<file path="src/rtl/u8sd_pkg.sv">
// ----------------------------------------------------------------------------
// u8sd_pkg
// Shared types and constants for the UTF-8 stream decoder.
// ----------------------------------------------------------------------------
package u8sd_pkg;

    localparam int unsigned FIFO_DEPTH_DEF = 2;

    localparam int unsigned BYTE_W  = 8;
    localparam int unsigned AVAIL_W = 3;
    localparam int unsigned CP_W    = 21;
    localparam int unsigned USED_W  = 3;
    localparam int unsigned PEND_W  = 2;
    localparam int unsigned LEAD_W  = 7;

    localparam int unsigned S_TDATA_W = 16;
    localparam int unsigned M_TDATA_W = 32;

    localparam logic [USED_W-1:0] USED_ONE = USED_W'(1);

    // Lead classification of a byte, independent of decoder state
    typedef enum logic [2:0] {
        CLS_ASCII = 3'd0,
        CLS_LEAD2 = 3'd1,
        CLS_LEAD3 = 3'd2,
        CLS_LEAD4 = 3'd3,
        CLS_ERR   = 3'd4
    } cls_t;

    // One classified byte as held in the queue
    typedef struct packed {
        logic [BYTE_W-1:0] raw;      // original byte, used as continuation
        cls_t              cls;      // meaning when taken as a lead
        logic              short_av; // not enough bytes for this lead
        logic [LEAD_W-1:0] lead_val; // masked lead payload bits
        logic              cont_ok;  // byte lies in 0x80-0xBF
    } entry_t;

    localparam int unsigned ENTRY_W = $bits(entry_t);

endpackage

</file>
<file path="src/rtl/u8sd_front.sv">
// ----------------------------------------------------------------------------
// u8sd_front
// Input side: takes the byte stream and classifies each byte for the queue.
// ----------------------------------------------------------------------------
module u8sd_front (
    input  logic                               s_tvalid,
    output logic                               s_tready,
    input  logic [u8sd_pkg::S_TDATA_W-1:0]     s_tdata,
    output logic                               push,
    output u8sd_pkg::entry_t                   push_entry,
    input  logic                               q_full
);

    logic [u8sd_pkg::BYTE_W-1:0]  b;
    logic [u8sd_pkg::AVAIL_W-1:0] avail;

    assign b        = s_tdata[u8sd_pkg::BYTE_W-1:0];
    assign avail    = s_tdata[u8sd_pkg::BYTE_W +: u8sd_pkg::AVAIL_W];
    assign s_tready = ~q_full;
    assign push     = s_tvalid & ~q_full;

    always_comb begin
        push_entry          = '0;
        push_entry.raw      = b;
        push_entry.cont_ok  = (b[7:6] == 2'b10);
        priority if (b[7] == 1'b0) begin
            push_entry.cls      = u8sd_pkg::CLS_ASCII;
            push_entry.short_av = (avail == 3'd0);
            push_entry.lead_val = b[6:0];
        end else if (b[6] == 1'b0 || b[7:3] == 5'b11111) begin
            push_entry.cls      = u8sd_pkg::CLS_ERR;
            push_entry.short_av = 1'b0;
        end else if (b[5] == 1'b0) begin
            push_entry.cls      = u8sd_pkg::CLS_LEAD2;
            push_entry.short_av = (avail < 3'd2);
            push_entry.lead_val = {2'b00, b[4:0]};
        end else if (b[4] == 1'b0) begin
            push_entry.cls      = u8sd_pkg::CLS_LEAD3;
            push_entry.short_av = (avail < 3'd3);
            push_entry.lead_val = {3'b000, b[3:0]};
        end else begin
            push_entry.cls      = u8sd_pkg::CLS_LEAD4;
            push_entry.short_av = (avail < 3'd4);
            push_entry.lead_val = {4'b0000, b[2:0]};
        end
    end

endmodule

</file>
<file path="src/rtl/u8sd_fifo.sv">
// ----------------------------------------------------------------------------
// u8sd_fifo
// Short register queue between the classifier and the sequence decoder.
// ----------------------------------------------------------------------------
module u8sd_fifo #(
    parameter int unsigned DEPTH = u8sd_pkg::FIFO_DEPTH_DEF
) (
    input  logic              aclk,
    input  logic              aresetn,
    input  logic              push,
    input  u8sd_pkg::entry_t  push_entry,
    output logic              full,
    input  logic              pop,
    output logic              q_valid,
    output u8sd_pkg::entry_t  q_entry
);

    localparam int unsigned PTR_W = (DEPTH > 1) ? $clog2(DEPTH) : 1;
    localparam int unsigned CNT_W = $clog2(DEPTH + 1);
    localparam logic [PTR_W-1:0] PTR_LAST = PTR_W'(DEPTH - 1);
    localparam logic [CNT_W-1:0] CNT_FULL = CNT_W'(DEPTH);

    u8sd_pkg::entry_t  mem_reg [DEPTH];
    logic [PTR_W-1:0]  wr_ptr_reg, wr_ptr_next;
    logic [PTR_W-1:0]  rd_ptr_reg, rd_ptr_next;
    logic [CNT_W-1:0]  count_reg, count_next;
    logic              do_pop;

    assign full    = (count_reg == CNT_FULL);
    assign q_valid = (count_reg != '0);
    assign q_entry = mem_reg[rd_ptr_reg];
    assign do_pop  = pop & q_valid;

    always_comb begin
        wr_ptr_next = wr_ptr_reg;
        rd_ptr_next = rd_ptr_reg;
        count_next  = count_reg;
        if (push) begin
            wr_ptr_next = (wr_ptr_reg == PTR_LAST) ? '0 : wr_ptr_reg + PTR_W'(1);
        end
        if (do_pop) begin
            rd_ptr_next = (rd_ptr_reg == PTR_LAST) ? '0 : rd_ptr_reg + PTR_W'(1);
        end
        if (push && !do_pop) begin
            count_next = count_reg + CNT_W'(1);
        end else if (!push && do_pop) begin
            count_next = count_reg - CNT_W'(1);
        end
    end

    always_ff @(posedge aclk) begin
        if (!aresetn) begin
            wr_ptr_reg <= '0;
            rd_ptr_reg <= '0;
            count_reg  <= '0;
        end else begin
            wr_ptr_reg <= wr_ptr_next;
            rd_ptr_reg <= rd_ptr_next;
            count_reg  <= count_next;
        end
    end

    always_ff @(posedge aclk) begin
        if (push) begin
            mem_reg[wr_ptr_reg] <= push_entry;
        end
    end

endmodule

</file>
<file path="src/rtl/u8sd_back.sv">
// ----------------------------------------------------------------------------
// u8sd_back
// Sequence decoder: tracks open multi-byte sequences and registers results.
// ----------------------------------------------------------------------------
module u8sd_back (
    input  logic                               aclk,
    input  logic                               aresetn,
    input  logic                               q_valid,
    input  u8sd_pkg::entry_t                   q_entry,
    output logic                               pop,
    output logic                               m_tvalid,
    input  logic                               m_tready,
    output logic [u8sd_pkg::M_TDATA_W-1:0]     m_tdata
);

    logic [u8sd_pkg::PEND_W-1:0] pending_reg, pending_next;
    logic [u8sd_pkg::CP_W-1:0]   accum_reg, accum_next;
    logic [u8sd_pkg::USED_W-1:0] seq_len_reg, seq_len_next;
    logic                        bad_reg, bad_next;

    logic                        out_valid_reg, out_valid_next;
    logic [u8sd_pkg::CP_W-1:0]   cp_reg, cp_next;
    logic                        vres_reg, vres_next;
    logic [u8sd_pkg::USED_W-1:0] used_reg, used_next;

    logic                        emit;
    logic [u8sd_pkg::CP_W-1:0]   emit_cp;
    logic                        emit_ok;
    logic [u8sd_pkg::USED_W-1:0] emit_used;

    // Output register slot frees when its transaction completes
    assign pop = q_valid & (~out_valid_reg | m_tready);

    always_comb begin
        pending_next = pending_reg;
        accum_next   = accum_reg;
        seq_len_next = seq_len_reg;
        bad_next     = bad_reg;
        emit         = 1'b0;
        emit_cp      = '0;
        emit_ok      = 1'b0;
        emit_used    = u8sd_pkg::USED_ONE;
        if (pop) begin
            if (pending_reg != '0) begin
                accum_next   = {accum_reg[u8sd_pkg::CP_W-7:0], q_entry.raw[5:0]};
                bad_next     = bad_reg | ~q_entry.cont_ok;
                pending_next = pending_reg - u8sd_pkg::PEND_W'(1);
                if (pending_reg == u8sd_pkg::PEND_W'(1)) begin
                    emit      = 1'b1;
                    emit_ok   = ~bad_next;
                    emit_cp   = bad_next ? '0 : accum_next;
                    emit_used = seq_len_reg;
                end
            end else begin
                unique case (q_entry.cls)
                    u8sd_pkg::CLS_ASCII: begin
                        emit    = 1'b1;
                        emit_ok = ~q_entry.short_av;
                        emit_cp = q_entry.short_av ? '0
                                : {{(u8sd_pkg::CP_W-u8sd_pkg::LEAD_W){1'b0}}, q_entry.lead_val};
                    end
                    u8sd_pkg::CLS_LEAD2, u8sd_pkg::CLS_LEAD3, u8sd_pkg::CLS_LEAD4: begin
                        if (q_entry.short_av) begin
                            emit = 1'b1;
                        end else begin
                            accum_next = {{(u8sd_pkg::CP_W-u8sd_pkg::LEAD_W){1'b0}},
                                          q_entry.lead_val};
                            bad_next   = 1'b0;
                            // length is class code plus one; pending is one less
                            seq_len_next = {1'b0, q_entry.cls[1:0]} + u8sd_pkg::USED_W'(1);
                            pending_next = q_entry.cls[1:0];
                        end
                    end
                    default: begin
                        emit = 1'b1;
                    end
                endcase
            end
        end
    end

    always_comb begin
        out_valid_next = out_valid_reg;
        cp_next        = cp_reg;
        vres_next      = vres_reg;
        used_next      = used_reg;
        if (m_tready) begin
            out_valid_next = 1'b0;
        end
        if (emit) begin
            out_valid_next = 1'b1;
            cp_next        = emit_cp;
            vres_next      = emit_ok;
            used_next      = emit_used;
        end
    end

    always_ff @(posedge aclk) begin
        if (!aresetn) begin
            pending_reg   <= '0;
            accum_reg     <= '0;
            seq_len_reg   <= '0;
            bad_reg       <= 1'b0;
            out_valid_reg <= 1'b0;
        end else begin
            pending_reg   <= pending_next;
            accum_reg     <= accum_next;
            seq_len_reg   <= seq_len_next;
            bad_reg       <= bad_next;
            out_valid_reg <= out_valid_next;
        end
    end

    always_ff @(posedge aclk) begin
        cp_reg   <= cp_next;
        vres_reg <= vres_next;
        used_reg <= used_next;
    end

    assign m_tvalid = out_valid_reg;
    assign m_tdata  = {{(u8sd_pkg::M_TDATA_W-u8sd_pkg::CP_W-1-u8sd_pkg::USED_W){1'b0}},
                       used_reg, vres_reg, cp_reg};

endmodule

</file>
<file path="src/rtl/utf8_stream_decoder.sv">
// ----------------------------------------------------------------------------
// utf8_stream_decoder
// Byte-serial UTF-8 decoder, one byte per transaction, one result per char.
// Throughput: one byte per cycle while m_tready back-pressure does not stall the output.
// Path: each byte is registered in the queue, then its entry is decoded straight
// into the output register that drives m_tvalid and m_tdata.
// Reset: synchronous aresetn clears the queue, open sequence and output valid.
// ----------------------------------------------------------------------------
module utf8_stream_decoder #(
    parameter int unsigned FIFO_DEPTH = u8sd_pkg::FIFO_DEPTH_DEF
) (
    input  logic                               aclk,
    input  logic                               aresetn,
    input  logic                               s_tvalid,
    output logic                               s_tready,
    // [7:0] in_byte, [10:8] bytes_available, [15:11] zero
    input  logic [u8sd_pkg::S_TDATA_W-1:0]     s_tdata,
    output logic                               m_tvalid,
    input  logic                               m_tready,
    // [20:0] code_point, [21] valid_res, [24:22] bytes_used, [31:25] zero
    output logic [u8sd_pkg::M_TDATA_W-1:0]     m_tdata
);

    logic             push;
    u8sd_pkg::entry_t push_entry;
    logic             q_full;
    logic             pop;
    logic             q_valid;
    u8sd_pkg::entry_t q_entry;

    u8sd_front u_front (
        .s_tvalid   (s_tvalid),
        .s_tready   (s_tready),
        .s_tdata    (s_tdata),
        .push       (push),
        .push_entry (push_entry),
        .q_full     (q_full)
    );

    u8sd_fifo #(
        .DEPTH (FIFO_DEPTH)
    ) u_fifo (
        .aclk       (aclk),
        .aresetn    (aresetn),
        .push       (push),
        .push_entry (push_entry),
        .full       (q_full),
        .pop        (pop),
        .q_valid    (q_valid),
        .q_entry    (q_entry)
    );

    u8sd_back u_back (
        .aclk     (aclk),
        .aresetn  (aresetn),
        .q_valid  (q_valid),
        .q_entry  (q_entry),
        .pop      (pop),
        .m_tvalid (m_tvalid),
        .m_tready (m_tready),
        .m_tdata  (m_tdata)
    );

endmodule

</file>
<file path="config.mk">
export PLATFORM = sky130hd
export DESIGN_NAME = utf8_stream_decoder
export DESIGN_NICKNAME = d
export VERILOG_FILES = /design/src/rtl/u8sd_pkg.sv /design/src/rtl/u8sd_front.sv /design/src/rtl/u8sd_fifo.sv /design/src/rtl/u8sd_back.sv /design/src/rtl/utf8_stream_decoder.sv
export SDC_FILE = /design/constraint.sdc
export NUM_CORES = 1
export LEC_CHECK = 0
export CAP_MARGIN = 5
export CORE_AREA = 2 2 85 87
export DETAILED_ROUTE_END_ITERATION = 16
export DIE_AREA = 0 0 87 89
export DONT_BUFFER_PORTS = 1
export GPL_TIMING_DRIVEN = 0
export PLACE_DENSITY = 0.72
export REMOVE_ABC_BUFFERS = 1
export SETUP_SLACK_MARGIN = 0.4
export SLEW_MARGIN = 10
export SYNTH_ARGS = -nofsm -noshare
export SYNTH_HDL_FRONTEND = slang
export SYNTH_SLANG_ARGS = --single-unit
</file>
<file path="constraint.sdc">
create_clock -name aclk -period 3.62 [get_ports aclk]
set_input_delay 0.905 -clock aclk [delete_from_list [all_inputs] [get_ports aclk]]
set_output_delay 0.905 -clock aclk [all_outputs]
set_load 0.01 [all_outputs]
</file>
==> results of run 1 <==
==> synthesized netlist by cell type, types with 2 or more instances <==
| cell | n | area [um^2] |
|---|---|---|
| o22ai_1 | 8 | 50.1 |
| o311a_1 | 2 | 20.0 |
| clkbuf_1 | 7 | 26.3 |
| nor2b_1 | 7 | 43.8 |
| xnor2_1 | 3 | 26.3 |
| nand2_1 | 33 | 124 |
| and3_1 | 15 | 93.8 |
| a21oi_1 | 3 | 15.0 |
| a21boi_0 | 4 | 30.0 |
| mux2_2 | 2 | 22.5 |
| nand3_1 | 8 | 40.0 |
| nor3_2 | 2 | 20.0 |
| buf_6 | 2 | 22.5 |
| ha_1 | 5 | 62.6 |
| a32o_1 | 8 | 80.1 |
| and2_1 | 6 | 37.5 |
| nor2_1 | 7 | 26.3 |
| inv_1 | 6 | 22.5 |
| dfxtp_1 | 27 | 541 |
| nor4b_4 | 2 | 47.6 |
| edfxtp_1 | 61 | 1830 |
| nor2_2 | 2 | 12.5 |
| buf_4 | 8 | 60.1 |
| buf_2 | 2 | 10.0 |
| nand2b_1 | 5 | 31.3 |
| mux2i_1 | 24 | 240 |
| o21ai_0 | 4 | 20.0 |
==> worst register-to-register path, cell delays in order (launching register included) <==
cell	delay, ns
dfxtp_4	0.55
mux2_2	0.43
ha_1	0.24
o32ai_2	0.49
nor2_1	0.10
nor3_2	0.45
buf_6	0.22
buf_4	0.21
==> through the flow <==
stage	TNS [ns]	setup WS, ns	util	hold slack [ns]	instances
detailed placement	0	0.183	0.555	0.449	347
global placement	-37.07	-1.48	0.548	0.446	344
CTS	0	0.488	0.590	0.461	363
finish	0	0.659	0.590	0.458	363
floorplan	-12.93	-0.517	-	0.430	264
global route	0	0.499	0.590	0.482	363
==> logic make-up (layout without fill, tap and decap cells) <==
| logic type | Yosys count | after routing |
|---|---|---|
| simple gates | 92 | 92 |
| flops | 88 | 88 |
| compound gates | 36 | 36 |
| mux | 26 | 26 |
| buf+inv | 25 | 25 |
| fa+ha+maj | 5 | 5 |
| xor+xnor | 4 | 4 |
| other cells | 1 | 7 |
==> power groups by stage <==
stage	combinational, mW	sequential (mW)	clock [mW]
after global routing	0.646	1.60	0.821
after detailed placement	0.584	1.59	0
after global placement	0.534	1.59	0
final	0.579	1.56	0.773
after floorplan	0.431	1.56	0
after CTS	0.585	1.57	0.786
==> worst max-delay path by stage <==
stage / start / cells past startpoint / to / slack (ns)
after CTS: flip-flop / 7 / u_back.cp_reg[3] / 0.49
after global routing: flip-flop / 7 / u_back.vres_reg / 0.50
after detailed placement: flip-flop / 7 / u_back.cp_reg[7] / 0.18
final: flip-flop / 7 / u_back.cp_reg[13] / 0.66
after floorplan: flip-flop / 5 / u_back.cp_reg[0] / -0.52
after global placement: flip-flop / 5 / u_back.cp_reg[7] / -1.48
==> layout make-up <==
| class | instances | area (um^2) | share of cell area |
|---|---|---|---|
| repair buffers | 3 | 33.8 | 0.00852 |
| inverters | 6 | 22.5 | 0.00568 |
| clock inverters | 6 | 87.6 | 0.0221 |
| flip-flops and latches | 88 | 2380 | 0.599 |
| multi-input cells | 170 | 1200 | 0.302 |
| clock buffers | 10 | 149 | 0.0375 |
| well taps | 80 | 100 | 0.0252 |
==> routing by layer <==
metal	wire [um]	vias up	GRT usage
met3	276	8	0.0360
li1	-	1016	-
met2	2670	63	0.249
met5	0	-	0
met1	2680	944	0.209
met4	74	0	0.0724
==> what timing repair did <==
| action | in CTS | in global routing |
|---|---|---|
| setup endpoints to repair | 21 | 13 |
| hold buffers | 0 | 0 |
| cloned | 0 | 0 |
| gates resized for setup | 1 | 1 |
==> results.cfg, run 1 <==
[synth]
synth-simple-area-share = 0.142
synth_mux_area_frac = 0.0714
netlist_area_um2 = 3680
synth_compound_area_frac = 0.0765
synth-async-reset-ratio = 0
synth-xor-area-share = 0.00952
synthCells = 277
yosys_warnings = 0
seq_area_frac_synth = 0.644
synth_fa_ha_area_frac = 0.0170
synth_edf_count = 61
ys_seq_elements = 88
synth_top_family_by_area = simple AND/OR/NAND/NOR gates
yosysUniqueCellTypes = 41
avgSynthCellArea_um2 = 13.3
synth-main-ff-cell = edfxtp_1

[layout]
fin_area_um2 = 3970
final_common_cell = edfxtp_1
largest_reg_flops = 36
syn2layout_area_growth_pct = 7.75
antenna_cells = 0
drive_gt1_frac = 0.127
fillers = 543
final_cell_mix = 61 x edfxtp_1, 33 x nand2_1, 26 x dfxtp_1
final_nets = 303

[power_and_ir_drop]
p_sw_mw = 0.885
p_per_area_nw_per_um2 = 735
p_int_mw = 2.03
p_seq_frac = 0.536
power_frac_comb = 0.199
p_leak_nw = 1.49
power.clock.fraction = 0.265
report.power.total_mw = 2.91
swShare = 0.304
ir_worst_vdd_mv = 0.313

[setup_path]
rrSetupSlack_ns = 0.66
slowest_delay_ns = 0.55
critPathBufInv = 2
end_kind = flip-flop
slowest_stage = dfxtp_4
r2r_cells = 7
crit_chain = mux2_2, ha_1, o32ai_2, nor2_1, nor3_2, buf_6, buf_4
cp.required_ns = 3.68
cp.arrival_ns = 3.02
crit_path_start_kind = flip-flop
critPathMaxFanout = 18
crit_type = reg -> reg
critPathTopFamily = flip-flops
worstReg2RegEnd = u_back.cp_reg[13]

[clock_network]
path_clk_slew_ns = 0.08
root_buffer = clkbuf_8
clk_latency_ns = 0.35
cts_buffers = 9
cts_sinks = 88
htreeDepth = 3
cts_buffer_depth = 2
post_cts_buffers = 0
tritoncts = done

[global_route]
grt_max_degree = 41
overflow = 0
grt_pass1_vias = 1845
gr-usage-all-layers = 0.158
antenna_found_initial = 0
grt_pass1_wl_um = 9220

[sta]
hold_viol = 0
period_share = 0.818
rsz0062_at_grt = false
max_freq_mhz = 338
drv_slew = 0
worstMarginPinSlew_ns = 0.873
fin_crit_ns = 2.96
finalSetupViolCount = 0
relSlewSlack = 0.416
timing.clock.skew_ns = 0.00719

[route]
wl_per_cell_um = 15.7
firstDrtPassIters = 4
vias = 2031
drc = 0
drt_wl_total_um = 5700
ant_nets = 0
viasPerCell = 5.60
drt_iter0_drc = 138

[worst_hold_path]
min_to = u_back.seq_len_reg[0]
hold_path.class = reg -> reg
holdPathStages = 2
min_from = u_back.seq_len_reg[0]

[flow_run]
drv_cap = 0

[outcome]
status = completed

[floorplan]
initial_core_util = 0.548
fp.dieH_um = 89
die_w_um = 87
placementRows = 30
io_pins = 54
die_area_um2 = 7740
core_region_area_um2 = 6720

[placement]
gp_congestion = 0.727
place_area_um2 = 3730
place_hpwl_um = 3860
numPortBuffers = 0
No activity file was read; power rests on OpenSTA's default activity.
==> inputs of run 2 (changes only) <==
==> constraint.sdc (replaced) <==
create_clock -name aclk -period 2.5 [get_ports aclk]
set_input_delay 0.625 -clock aclk [delete_from_list [all_inputs] [get_ports aclk]]
set_output_delay 0.625 -clock aclk [all_outputs]
set_load 0.01 [all_outputs]
==> results.cfg, run 2 (synthesis results as in run 1) <==
[setup_path]
crit_chain = mux2_4, ha_4, o32ai_4, nor2_2, nor3_4, buf_4, buf_4
crit_path_start_kind = flip-flop
r2r_cells = 7
crit_type = reg -> reg
slowest_delay_ns = 0.38
critPathMaxFanout = 4
worstReg2RegEnd = u_back.cp_reg[2]
end_kind = flip-flop
slowest_stage = dfxtp_4
rrSetupSlack_ns = 0.46
cpMostUsedCell = buf_4
cp.required_ns = 2.57
cp.arrival_ns = 2.11

[layout]
final_common_cell = edfxtp_1
largest_reg_flops = 36
fillers = 526
final_nets = 312
syn2layout_area_growth_pct = 12.0
drive_gt1_frac = 0.171
antenna_cells = 0
final_cell_mix = 61 x edfxtp_1, 33 x nand2_1, 26 x dfxtp_1
final_cells = 372

[clock_network]
root_buffer = clkbuf_8
cts_buffers = 9
path_clk_slew_ns = 0.08
cts_sinks = 88
tritoncts = done
htreeDepth = 3
cts_buffer_depth = 2
clk_latency_ns = 0.35

[route]
vias = 2050
wl_per_cell_um = 15.6
ant_nets = 0
viasPerCell = 5.51
drt_iter0_drc = 118
drt_wl_total_um = 5800
firstDrtPassIters = 4
drc = 0

[floorplan]
die_w_um = 87
die_area_um2 = 7740
placementRows = 30
initial_core_util = 0.548
core_region_area_um2 = 6720
io_pins = 54
fp.dieH_um = 89

[flow_run]
drv_cap = 0

[placement]
place_ws_ns = -0.937
numPortBuffers = 0
dp_cells = 347
gp_congestion = 0.727
place_hpwl_um = 3860

[global_route]
grt_pass1_wl_um = 9470
overflow = 0
gr-usage-met2 = 0.262
grt_use_met1 = 0.211
gr-usage-met3 = 0.0369
busiest_layer = met2
antenna_found_initial = 0
grt_max_degree = 41
grt_pass1_vias = 1885
gr-usage-all-layers = 0.162

[sta]
fin_ws_ns = 0.461
drv_slew = 0
period_share = 0.815
rsz0062_at_grt = true
hold_viol = 0
relSlewSlack = 0.444
timing.clock.skew_ns = 0.00754
max_freq_mhz = 491
finalSetupViolCount = 0
fin_crit_ns = 2.04
worstMarginPinSlew_ns = 0.834

[power_and_ir_drop]
report.power.total_mw = 4.42
p_per_area_nw_per_um2 = 1070
p_leak_nw = 1.56
ir_worst_vdd_mv = 0.463

[worst_hold_path]
holdPathStages = 0
min_from = s_tdata[0]
hold_path.class = in -> reg
min_to = u_fifo.mem_reg[1][12]

[outcome]
status = completed
run 2: how the worst max path moves through the flow:
stage / start / endpoint / slack (ns) / cells after the start
after CTS: u_back.m_tvalid / u_fifo.count_reg[1] / 0.37 / 6
after global routing: u_fifo.count_reg[0] / u_fifo.count_reg[1] / 0.33 / 6
final: flip-flop / u_back.cp_reg[2] / 0.46 / 7
after detailed placement: flip-flop / u_back.cp_reg[7] / -0.94 / 7
after global placement: flip-flop / u_back.cp_reg[7] / -2.60 / 5
after floorplan: flip-flop / u_back.cp_reg[0] / -1.64 / 5
run 2: per-layer routing:
| layer | routed length [um] | part of all wire | vias to the layer above |
|---|---|---|---|
| li1 | - | - | 1031 |
| met5 | 0 | 0 | - |
| met4 | 76 | 0.013 | 0 |
| met1 | 2740 | 0.47 | 951 |
| met3 | 215 | 0.037 | 8 |
| met2 | 2760 | 0.48 | 60 |
run 2: what timing repair did:
action | in CTS | in global routing
hold buffers | 0 | 0
endpoints found under the setup margin | 69 | 33
gates resized for setup | 9 | 11
pin swaps | 3 | 2
setup buffers | 8 | 1
cloned | 0 | 0
run 2: cell type report:
cell class	count	area (um^2)	share of cell area
sequential	88	2380	0.576
inverter	6	22.5	0.00546
tap	80	100	0.0243
clock buffer	10	149	0.0361
multi-input combinational	170	1270	0.308
timing repair buffer	12	118	0.0285
clock inverter	6	87.6	0.0212
run 2: power breakdown:
group / internal (mW) / switching (mW)
Sequential: 1.99 / 0.239
Combinational: 0.462 / 0.611
Clock: 0.625 / 0.490
Total: 3.08 / 1.34
run 2: critical path: cells and delay by family, from the launching register on:
| family | cells | cell delay, ns |
|---|---|---|
| compound gates | 1 | 0.29 |
| simple gates | 2 | 0.28 |
| fa+ha+maj | 1 | 0.18 |
| mux | 1 | 0.35 |
| buf+inv | 2 | 0.27 |
| flops | 1 | 0.38 |
run 2: stage by stage:
step | cell area [um^2] | util | hold WS [ns] | TNS [ns]
floorplan | 3580 | - | 0.430 | -40.93
global placement | 3680 | 0.548 | 0.446 | -72.00
detailed placement | 3730 | 0.555 | 0.449 | -27.54
CTS | 4060 | 0.604 | 0.354 | 0
global route | 4120 | 0.614 | 0.349 | 0
finish | 4120 | 0.614 | 0.370 | 0
==> inputs of run 3 (changes only) <==
--- a/config.mk
+++ b/config.mk
@@ -6,12 +6,12 @@
 export NUM_CORES = 1
 export LEC_CHECK = 0
 export CAP_MARGIN = 5
-export CORE_AREA = 2 2 85 87
+export CORE_AREA = 2 2 82 84
 export DETAILED_ROUTE_END_ITERATION = 16
-export DIE_AREA = 0 0 87 89
+export DIE_AREA = 0 0 84 86
 export DONT_BUFFER_PORTS = 1
 export GPL_TIMING_DRIVEN = 0
-export PLACE_DENSITY = 0.72
+export PLACE_DENSITY = 0.74
 export REMOVE_ABC_BUFFERS = 1
 export SETUP_SLACK_MARGIN = 0.4
 export SLEW_MARGIN = 10
==> constraint.sdc (replaced) <==
create_clock -name aclk -period 2 [get_ports aclk]
set_input_delay 0.5 -clock aclk [delete_from_list [all_inputs] [get_ports aclk]]
set_output_delay 0.5 -clock aclk [all_outputs]
set_load 0.01 [all_outputs]
==> results.cfg, run 3 (synthesis results as in run 1) <==
[layout]
multi_input_area_um2 = 1370
fillers = 442
final_cells = 376
antenna_cells = 0
final_nets = 319
final_cell_mix = 61 x edfxtp_1, 31 x nand2_1, 23 x mux2i_1, 23 x dfxtp_1, 14 x and3_1
seq_area_um2 = 2380
syn2layout_area_growth_pct = 16.1
final_common_cell = edfxtp_1
fin_util = 0.681
drive_gt1_frac = 0.234
fin_area_um2 = 4280
largest_reg_flops = 36

[clock_network]
root_buffer = clkbuf_8
cts_buffer_depth = 2
tritoncts = done
htreeDepth = 3
clk_latency_ns = 0.35
holdBufCountCts = 0
path_clk_slew_ns = 0.08
cts_buffers = 9
cts_sinks = 88

[global_route]
grt_max_degree = 41
overflow = 0
grt_pass1_vias = 2103
grt_pass1_wl_um = 10500
antenna_found_initial = 0
gr-usage-all-layers = 0.193

[power_and_ir_drop]
swShare = 0.318
power.clock.fraction = 0.214
report.power.total_mw = 5.77
power_frac_comb = 0.296
p_seq_frac = 0.490
p_int_mw = 3.93
p_leak_nw = 1.59
ir_worst_vdd_mv = 0.861
p_sw_mw = 1.83
p_per_area_nw_per_um2 = 1350

[sta]
rsz0062_at_grt = true
timing.clock.skew_ns = 0.00791
worstMarginPinSlew_ns = 0.757
hold_viol = 0
fin_setup_tns_ns = -0.568
relSlewSlack = 0.491
finalSetupViolCount = 25
max_freq_mhz = 492
period_share = 1.02
holdWs_ns = 0.241
fin_ws_ns = -0.0330
drv_slew = 0
fin_crit_ns = 2.03

[floorplan]
placementRows = 29
initial_core_util = 0.586
die_area_um2 = 7220
fp.dieH_um = 86
io_pins = 54
core_region_area_um2 = 6280
die_w_um = 84

[placement]
place_area_um2 = 3720
dp_cells = 344
place_hpwl_um = 4050
place_ws_ns = -1.49
gp_congestion = 0.737
numPortBuffers = 0

[outcome]
violations = setup timing
status = complete, but fails checks

[route]
viasPerCell = 5.75
ant_nets = 0
wl_per_cell_um = 18.0
firstDrtPassIters = 4
drt_wl_total_um = 6770
drc = 0
drt_iter0_drc = 186
vias = 2161

[setup_path]
crit_type = reg -> reg
end_kind = flip-flop
critPathMaxFanout = 7
crit_path_start_kind = flip-flop
cp.required_ns = 2.07
cp.arrival_ns = 2.10

[flow_run]
drv_cap = 0

[worst_hold_path]
hold_path.class = in -> reg
-- run 3: worst paths after layout --
path | end | depth (start not counted) | from | slack (ns)
min | u_fifo.mem_reg[0][14] | 0 | s_tdata[2] | 0.24
min reg2reg | u_back.seq_len_reg[2] | 2 | u_back.seq_len_reg[2] | 0.45
max reg2reg | u_back.vres_reg | 7 | flip-flop | -0.03
max | u_back.vres_reg | 7 | flip-flop | -0.03
-- run 3: worst max-delay path, stage by stage (launching register included) --
cell and delay (ns):
dfxtp_4 0.38, mux2_4 0.34, ha_2 0.23, o32ai_4 0.25, nor2_2 0.09, nor3_4 0.15
buf_6 0.17, buf_12 0.13
-- run 3: area by class of cell --
cell class / count / area share
inverters: 6 / 0.00644
well taps: 77 / 0.0225
flip-flops and latches: 88 / 0.558
clock inverters: 3 / 0.00936
repair buffers: 18 / 0.0462
multi-input cells: 171 / 0.320
clock buffers: 13 / 0.0372
-- run 3: power groups by stage --
stage / Clock (mW) / Sequential [mW] / Combinational, mW
2_1_floorplan: 0 / 2.83 / 0.780
3_3_place_gp: 0 / 2.76 / 0.948
3_5_place_dp: 0 / 2.89 / 1.08
4_1_cts: 1.25 / 2.83 / 1.58
5_1_grt: 1.32 / 2.87 / 1.82
6_report: 1.23 / 2.83 / 1.71
-- run 3: what timing repair did --
action,CTS,global route
resized for setup,43,11
endpoints found under the setup margin,92,70
buffers inserted,8,6
pin swaps,7,2
gates cloned,2,0
hold endpoints to repair,0,0
-- run 3: per-layer routing --
| metal | global-route usage | up-vias | wire [um] |
|---|---|---|---|
| met3 | 0.0366 | 8 | 277 |
| met5 | 0 | - | 0 |
| li1 | - | 1037 | - |
| met1 | 0.232 | 1049 | 2770 |
| met2 | 0.340 | 67 | 3620 |
| met4 | 0.0865 | 0 | 99 |
